===== src/hw/rtl/crt_pkg.sv =====
// ----------------------------------------------------------------------------
// crt_pkg
// Shared widths, status codes, datapath operation codes and link structs.
// ----------------------------------------------------------------------------
package crt_pkg;

  localparam int W               = 64;
  localparam int IN_W            = 32;
  localparam int OUT_W           = 63;
  localparam int DEF_MOD_BITS    = 32;
  localparam int DEF_RESULT_BITS = 63;

  localparam logic [1:0] ST_OK    = 2'd0;
  localparam logic [1:0] ST_NOSOL = 2'd1;
  localparam logic [1:0] ST_OVF   = 2'd2;

  typedef logic [4:0] op_t;

  localparam op_t OP_LOAD   = 5'd0;
  localparam op_t OP_STICKY = 5'd1;
  localparam op_t OP_NOSOL  = 5'd2;
  localparam op_t OP_OVF    = 5'd3;
  localparam op_t OP_R2     = 5'd4;
  localparam op_t OP_FIRST  = 5'd5;
  localparam op_t OP_GINIT  = 5'd6;
  localparam op_t OP_GCD    = 5'd7;
  localparam op_t OP_RG1    = 5'd8;
  localparam op_t OP_RG2    = 5'd9;
  localparam op_t OP_N      = 5'd10;
  localparam op_t OP_Q      = 5'd11;
  localparam op_t OP_LCM    = 5'd12;
  localparam op_t OP_RM     = 5'd13;
  localparam op_t OP_DG     = 5'd14;
  localparam op_t OP_A1     = 5'd15;
  localparam op_t OP_A2     = 5'd16;
  localparam op_t OP_IINIT  = 5'd17;
  localparam op_t OP_INV    = 5'd18;
  localparam op_t OP_PM     = 5'd19;
  localparam op_t OP_NT     = 5'd20;
  localparam op_t OP_T      = 5'd21;
  localparam op_t OP_P      = 5'd22;
  localparam op_t OP_FIN    = 5'd23;

  typedef struct packed {
    logic start;
    op_t  op;
  } cmd_t;

  typedef struct packed {
    logic done;
    logic first;
    logic sticky;
    logic m2_zero;
    logic ovf_first;
    logic gb_zero;
    logic mismatch;
    logic ovf;
    logic re_zero;
  } sts_t;

  function automatic logic op_is_div(input op_t op);
    return op inside {OP_R2, OP_GCD, OP_RG1, OP_RG2, OP_N, OP_Q, OP_RM,
                      OP_DG, OP_A1, OP_A2, OP_INV};
  endfunction

  function automatic logic op_is_mul(input op_t op);
    return op inside {OP_LCM, OP_PM, OP_T, OP_P};
  endfunction

  function automatic logic op_is_emit(input op_t op);
    return op inside {OP_STICKY, OP_NOSOL, OP_OVF, OP_FIRST, OP_FIN};
  endfunction

endpackage


===== src/hw/rtl/crt_congruence_combiner.sv =====
// ----------------------------------------------------------------------------
// crt_congruence_combiner
// Folds congruences x = residue (mod modulus) into one running congruence.
// Input words on s_axis: residue and modulus in tdata, a first flag in tuser
// that starts a new system. One output word on m_axis per input word:
// combined residue and lcm in tdata, status in tuser (0 solution,
// 1 no solution, 2 modulus overflow; failures stick until a first word).
// One word is processed at a time. Divisions run through a restoring
// divider and multiplies through a double-and-add modular multiplier.
// A first word takes a single division; a combining word takes 9
// divisions and 3 multiplies, plus one division per gcd step and one
// division and one multiply per inverse step.
// Reset clears the accumulated system to x = 0 (mod 1), status 0.
// The output word is held in a register; while the receiver stalls the
// block finishes the current word and waits before writing the next
// result, with s_axis_tready low until it is written.
// ----------------------------------------------------------------------------
module crt_congruence_combiner import crt_pkg::*; #(
  parameter int MOD_BITS    = DEF_MOD_BITS,
  parameter int RESULT_BITS = DEF_RESULT_BITS
) (
  input  logic         clk,
  input  logic         rst,
  input  logic         s_axis_tvalid,
  output logic         s_axis_tready,
  input  logic [63:0]  s_axis_tdata,  // in_residue[31:0], in_modulus[63:32]
  input  logic [0:0]   s_axis_tuser,  // first[0]
  output logic         m_axis_tvalid,
  input  logic         m_axis_tready,
  output logic [127:0] m_axis_tdata,  // out_residue[62:0], out_modulus[125:63], zero pad
  output logic [1:0]   m_axis_tuser   // status[1:0]
);

  cmd_t             cmd;
  sts_t             sts;
  logic [OUT_W-1:0] out_residue, out_modulus;

  crt_ctrl u_ctrl (
    .clk     (clk),
    .rst     (rst),
    .in_valid(s_axis_tvalid),
    .in_ready(s_axis_tready),
    .cmd     (cmd),
    .sts     (sts)
  );

  crt_dp #(
    .MOD_BITS   (MOD_BITS),
    .RESULT_BITS(RESULT_BITS)
  ) u_dp (
    .clk        (clk),
    .rst        (rst),
    .cmd        (cmd),
    .sts        (sts),
    .in_residue (s_axis_tdata[31:0]),
    .in_modulus (s_axis_tdata[63:32]),
    .in_first   (s_axis_tuser[0]),
    .out_valid  (m_axis_tvalid),
    .out_ready  (m_axis_tready),
    .out_residue(out_residue),
    .out_modulus(out_modulus),
    .out_status (m_axis_tuser)
  );

  assign m_axis_tdata = {2'b00, out_modulus, out_residue};

endmodule


===== src/hw/rtl/crt_div.sv =====
// ----------------------------------------------------------------------------
// crt_div
// Restoring divider, one quotient bit per cycle; divisor must be nonzero.
// ----------------------------------------------------------------------------
module crt_div import crt_pkg::*; (
  input  logic         clk,
  input  logic         rst,
  input  logic         start,
  input  logic [W-1:0] num,
  input  logic [W-1:0] den,
  output logic         done,
  output logic [W-1:0] quo,
  output logic [W-1:0] rem
);

  localparam int CW = $clog2(W + 1);

  logic          busy;
  logic [CW-1:0] cnt;
  logic [W-1:0]  dv;
  logic [W:0]    shifted;
  logic          fits;

  assign shifted = {rem, quo[W-1]};
  assign fits    = shifted >= {1'b0, dv};

  always_ff @(posedge clk) begin
    if (rst) begin
      busy <= 1'b0;
      done <= 1'b0;
      cnt  <= '0;
    end else begin
      done <= 1'b0;
      if (start) begin
        busy <= 1'b1;
        cnt  <= CW'(W);
      end else if (busy) begin
        cnt <= cnt - CW'(1);
        if (cnt == CW'(1)) begin
          busy <= 1'b0;
          done <= 1'b1;
        end
      end
    end
  end

  always_ff @(posedge clk) begin
    if (start) begin
      quo <= num;
      rem <= '0;
      dv  <= den;
    end else if (busy) begin
      quo <= {quo[W-2:0], fits};
      rem <= fits ? W'(shifted - {1'b0, dv}) : shifted[W-1:0];
    end
  end

endmodule


===== src/hw/rtl/crt_mulmod.sv =====
// ----------------------------------------------------------------------------
// crt_mulmod
// Modular multiply by double-and-add, one multiplier bit per cycle.
// Operands must already be below the modulus.
// ----------------------------------------------------------------------------
module crt_mulmod import crt_pkg::*; (
  input  logic         clk,
  input  logic         rst,
  input  logic         start,
  input  logic [W-1:0] a_in,
  input  logic [W-1:0] b_in,
  input  logic [W-1:0] n_in,
  output logic         done,
  output logic [W-1:0] res
);

  logic         busy;
  logic [W-1:0] a;
  logic [W-1:0] b;
  logic [W-1:0] n;
  logic [W:0]   sum_acc;
  logic [W:0]   sum_dbl;

  assign sum_acc = {1'b0, res} + {1'b0, a};
  assign sum_dbl = {1'b0, a} + {1'b0, a};

  always_ff @(posedge clk) begin
    if (rst) begin
      busy <= 1'b0;
      done <= 1'b0;
    end else begin
      done <= 1'b0;
      if (start) begin
        busy <= 1'b1;
      end else if (busy && b == '0) begin
        busy <= 1'b0;
        done <= 1'b1;
      end
    end
  end

  always_ff @(posedge clk) begin
    if (start) begin
      a   <= a_in;
      b   <= b_in;
      n   <= n_in;
      res <= '0;
    end else if (busy && b != '0) begin
      if (b[0]) begin
        res <= (sum_acc >= {1'b0, n}) ? W'(sum_acc - {1'b0, n}) : sum_acc[W-1:0];
      end
      a <= (sum_dbl >= {1'b0, n}) ? W'(sum_dbl - {1'b0, n}) : sum_dbl[W-1:0];
      b <= b >> 1;
    end
  end

endmodule


===== src/hw/rtl/crt_dp.sv =====
// ----------------------------------------------------------------------------
// crt_dp
// Datapath: accumulated congruence, work registers, shared divider and
// modular multiplier, and the output word register.
// ----------------------------------------------------------------------------
module crt_dp import crt_pkg::*; #(
  parameter int MOD_BITS    = DEF_MOD_BITS,
  parameter int RESULT_BITS = DEF_RESULT_BITS
) (
  input  logic              clk,
  input  logic              rst,
  input  cmd_t              cmd,
  output sts_t              sts,
  input  logic [IN_W-1:0]   in_residue,
  input  logic [IN_W-1:0]   in_modulus,
  input  logic              in_first,
  output logic              out_valid,
  input  logic              out_ready,
  output logic [OUT_W-1:0]  out_residue,
  output logic [OUT_W-1:0]  out_modulus,
  output logic [1:0]        out_status
);

  localparam logic [W-1:0] IN_MASK = W'((65'd1 << MOD_BITS) - 65'd1);
  localparam logic [W-1:0] RES_MAX = W'((65'd1 << RESULT_BITS) - 65'd1);
  localparam logic [W-1:0] EXACT   = W'(65'd1 << OUT_W);

  logic [W-1:0] acc_r, acc_m;
  logic [1:0]   acc_st;
  logic [W-1:0] rin, m2, r2, ga, gb, tmp, n, q, lcm, diff, av;
  logic [W-1:0] r0, re, t0, t1, pv, tv;
  logic         first, mismatch;

  logic         div_start, div_done, mul_start, mul_done;
  logic [W-1:0] div_num, div_den, quo, rem;
  logic [W-1:0] mul_a, mul_b, mul_n, mres;
  logic         out_free, done;
  logic [W-1:0] diff_sum, nt_sum, q_red;

  assign out_free = !out_valid || out_ready;

  always_comb begin
    if (op_is_div(cmd.op)) begin
      done = div_done;
    end else if (op_is_mul(cmd.op)) begin
      done = mul_done;
    end else if (op_is_emit(cmd.op)) begin
      done = cmd.start && out_free;
    end else begin
      done = cmd.start;
    end
  end

  assign div_start = cmd.start && op_is_div(cmd.op);
  assign mul_start = cmd.start && op_is_mul(cmd.op);

  always_comb begin
    div_num = ga;
    div_den = gb;
    case (cmd.op)
      OP_R2:   begin div_num = rin;     div_den = m2; end
      OP_RG1:  begin div_num = acc_r;   div_den = ga; end
      OP_RG2:  begin div_num = r2;      div_den = ga; end
      OP_N:    begin div_num = m2;      div_den = ga; end
      OP_Q:    begin div_num = RES_MAX; div_den = n;  end
      OP_RM:   begin div_num = acc_r;   div_den = m2; end
      OP_DG:   begin div_num = diff;    div_den = ga; end
      OP_A1:   begin div_num = acc_m;   div_den = ga; end
      OP_A2:   begin div_num = av;      div_den = n;  end
      OP_INV:  begin div_num = r0;      div_den = re; end
      default: begin div_num = ga;      div_den = gb; end
    endcase
  end

  assign q_red = (q >= n) ? q - n : q;

  always_comb begin
    case (cmd.op)
      OP_PM:   begin mul_a = q_red; mul_b = t1; mul_n = n;     end
      OP_T:    begin mul_a = diff;  mul_b = t0; mul_n = n;     end
      OP_P:    begin mul_a = acc_m; mul_b = tv; mul_n = EXACT; end
      default: begin mul_a = acc_m; mul_b = n;  mul_n = EXACT; end
    endcase
  end

  crt_div u_div (
    .clk  (clk),
    .rst  (rst),
    .start(div_start),
    .num  (div_num),
    .den  (div_den),
    .done (div_done),
    .quo  (quo),
    .rem  (rem)
  );

  crt_mulmod u_mul (
    .clk  (clk),
    .rst  (rst),
    .start(mul_start),
    .a_in (mul_a),
    .b_in (mul_b),
    .n_in (mul_n),
    .done (mul_done),
    .res  (mres)
  );

  assign diff_sum = r2 + (m2 - rem);
  assign nt_sum   = t0 + (n - pv);

  // control state
  always_ff @(posedge clk) begin
    if (rst) begin
      acc_r     <= '0;
      acc_m     <= W'(1);
      acc_st    <= ST_OK;
      out_valid <= 1'b0;
    end else begin
      if (done && op_is_emit(cmd.op)) begin
        out_valid <= 1'b1;
      end else if (out_ready) begin
        out_valid <= 1'b0;
      end
      if (done) begin
        case (cmd.op)
          OP_NOSOL: begin
            acc_r  <= '0;
            acc_m  <= W'(1);
            acc_st <= ST_NOSOL;
          end
          OP_OVF: begin
            acc_r  <= '0;
            acc_m  <= W'(1);
            acc_st <= ST_OVF;
          end
          OP_FIRST: begin
            acc_r  <= r2;
            acc_m  <= m2;
            acc_st <= ST_OK;
          end
          OP_FIN: begin
            acc_r  <= acc_r + pv;
            acc_m  <= lcm;
            acc_st <= ST_OK;
          end
          default: ;
        endcase
      end
    end
  end

  // work registers and output word
  always_ff @(posedge clk) begin
    if (done) begin
      case (cmd.op)
        OP_LOAD: begin
          rin   <= W'(in_residue) & IN_MASK;
          m2    <= W'(in_modulus) & IN_MASK;
          first <= in_first;
        end
        OP_STICKY: begin
          out_residue <= '0;
          out_modulus <= '0;
          out_status  <= acc_st;
        end
        OP_NOSOL: begin
          out_residue <= '0;
          out_modulus <= '0;
          out_status  <= ST_NOSOL;
        end
        OP_OVF: begin
          out_residue <= '0;
          out_modulus <= '0;
          out_status  <= ST_OVF;
        end
        OP_R2: r2 <= rem;
        OP_FIRST: begin
          out_residue <= r2[OUT_W-1:0];
          out_modulus <= m2[OUT_W-1:0];
          out_status  <= ST_OK;
        end
        OP_GINIT: begin
          ga <= acc_m;
          gb <= m2;
        end
        OP_GCD: begin
          ga <= gb;
          gb <= rem;
        end
        OP_RG1: tmp <= rem;
        OP_RG2: mismatch <= (rem != tmp);
        OP_N:   n <= quo;
        OP_Q:   q <= quo;
        OP_LCM: lcm <= mres;
        OP_RM:  diff <= (diff_sum >= m2) ? diff_sum - m2 : diff_sum;
        OP_DG:  diff <= quo;
        OP_A1:  av <= quo;
        OP_A2:  av <= rem;
        OP_IINIT: begin
          r0 <= n;
          re <= av;
          t0 <= '0;
          t1 <= W'(1);
        end
        OP_INV: begin
          q   <= quo;
          tmp <= rem;
        end
        OP_PM: pv <= mres;
        OP_NT: begin
          r0 <= re;
          re <= tmp;
          t0 <= t1;
          t1 <= (nt_sum >= n) ? nt_sum - n : nt_sum;
        end
        OP_T: tv <= mres;
        OP_P: pv <= mres;
        OP_FIN: begin
          out_residue <= OUT_W'(acc_r + pv);
          out_modulus <= lcm[OUT_W-1:0];
          out_status  <= ST_OK;
        end
        default: ;
      endcase
    end
  end

  always_comb begin
    sts.done      = done;
    sts.first     = first;
    sts.sticky    = acc_st != ST_OK;
    sts.m2_zero   = m2 == '0;
    sts.ovf_first = m2 > RES_MAX;
    sts.gb_zero   = gb == '0;
    sts.mismatch  = mismatch;
    sts.ovf       = acc_m > q;
    sts.re_zero   = re == '0;
  end

endmodule


===== src/hw/rtl/crt_ctrl.sv =====
// ----------------------------------------------------------------------------
// crt_ctrl
// Sequencer: walks the datapath operations for one input word and
// takes the branches of the gcd and inverse loops.
// ----------------------------------------------------------------------------
module crt_ctrl import crt_pkg::*; (
  input  logic clk,
  input  logic rst,
  input  logic in_valid,
  output logic in_ready,
  output cmd_t cmd,
  input  sts_t sts
);

  // operation states share the operation codes
  localparam logic [4:0] S_IDLE = 5'd24;
  localparam logic [4:0] S_DEC  = 5'd25;
  localparam logic [4:0] S_GCHK = 5'd26;
  localparam logic [4:0] S_MCHK = 5'd27;
  localparam logic [4:0] S_QCHK = 5'd28;
  localparam logic [4:0] S_ICHK = 5'd29;

  logic [4:0] state, state_next;
  logic       launched, launched_next;
  logic       is_op;

  assign in_ready = (state == S_IDLE) && !rst;
  assign is_op    = state < S_IDLE;

  always_comb begin
    if (state == S_IDLE) begin
      cmd.op    = OP_LOAD;
      cmd.start = in_valid && in_ready;
    end else begin
      cmd.op    = state;
      cmd.start = is_op && !((op_is_div(state) || op_is_mul(state)) && launched);
    end
  end

  always_comb begin
    state_next    = state;
    launched_next = launched;
    if (is_op && cmd.start) begin
      launched_next = 1'b1;
    end
    case (state)
      S_IDLE: if (in_valid) state_next = S_DEC;
      S_DEC: begin
        if (!sts.first && sts.sticky) begin
          state_next = OP_STICKY;
        end else if (sts.m2_zero) begin
          state_next = OP_NOSOL;
        end else begin
          state_next = OP_R2;
        end
      end
      S_GCHK: state_next = sts.gb_zero ? OP_RG1 : OP_GCD;
      S_MCHK: state_next = sts.mismatch ? OP_NOSOL : OP_N;
      S_QCHK: state_next = sts.ovf ? OP_OVF : OP_LCM;
      S_ICHK: state_next = sts.re_zero ? OP_T : OP_INV;
      default: begin
        if (sts.done) begin
          launched_next = 1'b0;
          case (state)
            OP_R2: begin
              if (sts.first) begin
                state_next = sts.ovf_first ? OP_OVF : OP_FIRST;
              end else begin
                state_next = OP_GINIT;
              end
            end
            OP_GINIT: state_next = S_GCHK;
            OP_GCD:   state_next = S_GCHK;
            OP_RG1:   state_next = OP_RG2;
            OP_RG2:   state_next = S_MCHK;
            OP_N:     state_next = OP_Q;
            OP_Q:     state_next = S_QCHK;
            OP_LCM:   state_next = OP_RM;
            OP_RM:    state_next = OP_DG;
            OP_DG:    state_next = OP_A1;
            OP_A1:    state_next = OP_A2;
            OP_A2:    state_next = OP_IINIT;
            OP_IINIT: state_next = S_ICHK;
            OP_INV:   state_next = OP_PM;
            OP_PM:    state_next = OP_NT;
            OP_NT:    state_next = S_ICHK;
            OP_T:     state_next = OP_P;
            OP_P:     state_next = OP_FIN;
            default:  state_next = S_IDLE;
          endcase
        end
      end
    endcase
  end

  always_ff @(posedge clk) begin
    if (rst) begin
      state    <= S_IDLE;
      launched <= 1'b0;
    end else begin
      state    <= state_next;
      launched <= launched_next;
    end
  end

endmodule


===== config.mk =====
export PLATFORM = sky130hd
export DESIGN_NAME = crt_congruence_combiner
export DESIGN_NICKNAME = d
export VERILOG_FILES = /design/src/hw/rtl/crt_pkg.sv /design/src/hw/rtl/crt_congruence_combiner.sv /design/src/hw/rtl/crt_div.sv /design/src/hw/rtl/crt_mulmod.sv /design/src/hw/rtl/crt_dp.sv /design/src/hw/rtl/crt_ctrl.sv
export SDC_FILE = /design/constraint.sdc
export NUM_CORES = 2
export LEC_CHECK = 0
export BUFFER_PORTS_ARGS = -buffer_cell sky130_fd_sc_hd__buf_2
export CAP_MARGIN = 0
export CORE_MARGIN = 5
export CORE_UTILIZATION = 30
export DETAILED_ROUTE_END_ITERATION = 8
export PLACE_DENSITY = 0.48
export SYNTH_ARGS = -nofsm -noshare
export SYNTH_HDL_FRONTEND = slang
export SYNTH_SLANG_ARGS = --single-unit

===== constraint.sdc =====
create_clock -name clk -period 19.36 [get_ports clk]
set_input_delay 3.872 -clock clk [delete_from_list [all_inputs] [get_ports clk]]
set_output_delay 3.872 -clock clk [all_outputs]
set_load 0.03 [all_outputs]

==> flow_summary.ini <==
[clock_network]
postCtsSetupRepairBufs = 0
path_clk_slew_ns = 0.07
cts_hold_buf = 0
h-tree-depth = 4
cts_made_buffers = 210
clk_latency_ns = 0.95
clk_path_buf_depth = 4
cts-root-buf = clkbuf_16
clock-sinks = 1750
cts_resized = 0
cts_tree = yes

[worst_setup_path]
crit_path_start = u_dp.n[4]$_DFFE_PP_
reg2reg_slack_ns = 10.0
cp.arrival_ns = 10.08
cp.required_ns = 20.08
critPathSlowestCell = o31ai_1
start_kind = flop
slowest_delay_ns = 0.69
crit_fanout = 55
timing.rr.start = u_dp.n[4]$_DFFE_PP_
end_kind = flop
crit_type = reg -> reg

[logic_synthesis]
ys_top_cells_by_area = edfxtp_1 39%, ha_1 7.8%, nand2_1 5.0%, dfxtp_1 4.9%, a21oi_1 4.7%
synth_seq_cells = 1750
netlist_instances = 11900
yosys_warnings = 0
synthDistinctLibCells = 99
synth_xor_area_frac = 0.0495
netlist_area_sq_um = 112000
synthSimpleGateAreaFrac = 0.148
synth_area_per_cell_sq_um = 9.43
synth_edf_count = 1474
ys.flop_type = edfxtp_1
synth_compound_area_frac = 0.205
async_flop_share = 0
synth_top_cell_area_share = 0.394
yosys.area_share.adder = 0.0967
synth_top_area_cell = edfxtp_1
yosysSeqAreaShare = 0.443
synth_top_family_by_area = compound AO/OA/AOI/OAI gates
synth.area.mux_share = 0.0111

[sta]
hold_viol_final = 0
rsz0062_at_grt = false
clock.fmax_ghz = 0.107
period_needed_ns = 9.36
finClkSkew_ns = 0.0849
slew_viol_final = 1
finalSetupViolCount = 0
finalCritPeriodShare = 0.484
fin_tns_setup_ns = 0
relSlewSlack = -0.0205
worstMarginPinSlew_ns = 1.53
setup_ws_ns = 10.0

[detailed_routing]
dr.pass1.iters = 9
drtIter0Drc = 12400
route.detailed.drc = 1
post_drt_via_cell_ratio = 5.64
via_count = 96500
ant_nets = 0
routed_wl_um = 506000
detail_route.wl_per_cell_um = 29.6

[placed_design]
place_ws_ns = 10.00
hpwlAfterDp_um = 395000
gp_congestion = 0.961
place_area_sq_um = 119000
port_buffers = 198

[grt]
grt_pass1_wl_um = 700000
grt_max_degree = 133
grt_pass1_vias = 90700
antenna_found_initial = 40
grt_overflow_total = 0
grt_usage = 0.249

[worst_hold_path]
hp-start = u_dp.acc_r[42]$_SDFFE_PP0P_
min_path_type = reg -> reg

[die]
die_h_um = 622
core_area_sq_um = 373000
num_rows = 224
io_pins = 201
start_util = 0.302
dieArea_sq_um = 387000
fp.dieW_um = 622

[finish]
fin_area_sq_um = 127000
regArea_sq_um = 49800
area_growth_pct = 12.6
final_nets = 12800
fill_cells = 38300
drive_above_1_share = 0.0782
multi_input_area_sq_um = 57900

[pwr]
leakage_nw = 49.7
power_mw = 21.1
power_density_nw_per_um2 = 166
irDropWorstVdd_uv = 125

[run_status]
violations = design-rule violations, max-slew violations
status = finished, violations left

[run]
cap_viol_max_count = 0
-- cell usage in the layout, fill, tap and decap left out, types with 180 or more instances in the layout --
| cell | instances |
|---|---|
| nor2_1 | 979 |
| xor2_1 | 218 |
| a222oi_1 | 205 |
| a21oi_1 | 1051 |
| a21o_1 | 420 |
| nand4_1 | 188 |
| clkbuf_16 | 213 |
| o21ai_0 | 714 |
| xnor2_1 | 417 |
| buf_2 | 197 |
| inv_1 | 756 |
| ha_1 | 704 |
| dfxtp_1 | 274 |
| a31oi_1 | 205 |
| nand3_1 | 180 |
| edfxtp_1 | 1474 |
| nand2_1 | 1487 |
| buf_4 | 188 |
-- through the flow --
stage / instances / hold WS [ns] / utilization
floorplan: 11900 / 0.424 / -
global placement: 16700 / 0.479 / 0.320
detailed placement: 16700 / 0.483 / 0.320
CTS: 17100 / 0.494 / 0.339
global route: 17100 / 0.516 / 0.340
finish: 17100 / 0.496 / 0.340
-- cell usage after synthesis, types with 218 or more instances --
cell / instances
nand2_1: 1490
clkbuf_1: 560
xnor2_1: 417
inv_1: 757
a21oi_1: 1051
edfxtp_1: 1474
xor2_1: 218
ha_1: 704
dfxtp_1: 276
a21o_1: 420
o21ai_0: 719
nor2_1: 995
-- logic make-up (layout without fill, tap and decap cells) --
kind of cell / count (synthesis) / count (layout)
compound gates: 3551 / 3551
xor+xnor: 635 / 635
fa+ha+maj: 807 / 807
buf+inv: 1373 / 1541
flops: 1750 / 1750
mux: 117 / 117
other cells: 1 / 31
simple gates: 3690 / 3690
-- worst paths after layout --
path / cells past startpoint / end
worst max-delay path: 28 / u_dp.t1[19]$_SDFFCE_PN0P_
worst min-delay path: 2 / u_dp.acc_r[42]$_SDFFE_PP0P_
worst max register to register: 28 / u_dp.t1[19]$_SDFFCE_PN0P_
worst min register to register: 2 / u_dp.acc_r[42]$_SDFFE_PP0P_
-- routing by layer --
metal / track usage / part of all wire
met1: 0.359 / 0.44
met2: 0.361 / 0.41
met3: 0.0497 / 0.096
met4: 0.101 / 0.049
met5: 0 / 0.000026
-- sequential cells by signal, summed over array words and instances (netlist names), 64 cells and up --
name,count
u_dp.u_mul.res,64
u_dp.acc_m,64
u_dp.r0,64
u_dp.u_mul.b,64
u_dp.q,64
u_dp.acc_r,64
u_dp.av,64
u_dp.diff,64
u_dp.tmp,64
u_dp.pv,64
u_dp.re,64
u_dp.u_mul.n,64
u_dp.tv,64
u_dp.t0,64
u_dp.ga,64
u_dp.r2,64
u_dp.n,64
u_dp.u_mul.a,64
u_dp.u_div.quo,64
u_dp.lcm,64
u_dp.u_div.rem,64
u_dp.t1,64
u_dp.u_div.dv,64
u_dp.gb,64
-- power breakdown --
part	internal, mW	switching (mW)	total (mW)
Combinational	3.96	7.05	11.0
Sequential	4.99	0.812	5.81
Clock	2.45	1.81	4.26
Total	11.4	9.67	21.1
-- critical path: cells and delay by family, from the launching register on --
kind	cells	cell delay [ns]
AND/OR/NAND/NOR	10	3.29
AO/OA/AOI/OAI	9	2.83
buffers and inverters	5	1.24
adder cells (fa/ha/maj)	3	1.15
flip-flops	1	0.42
XOR/XNOR	1	0.14
-- final cells by class --
| type | instances | area share |
|---|---|---|
| Sequential cell | 1750 | 0.393 |
| Multi-Input combinational cell | 8802 | 0.457 |
| Tap cell | 4972 | 0.0491 |
| Inverter | 758 | 0.0226 |
| Clock buffer | 263 | 0.0448 |
| Timing Repair Buffer | 392 | 0.0200 |
| Antenna cell | 29 | 0.000573 |
| Clock inverter | 128 | 0.0123 |
Power figures use the tool's default switching activity.
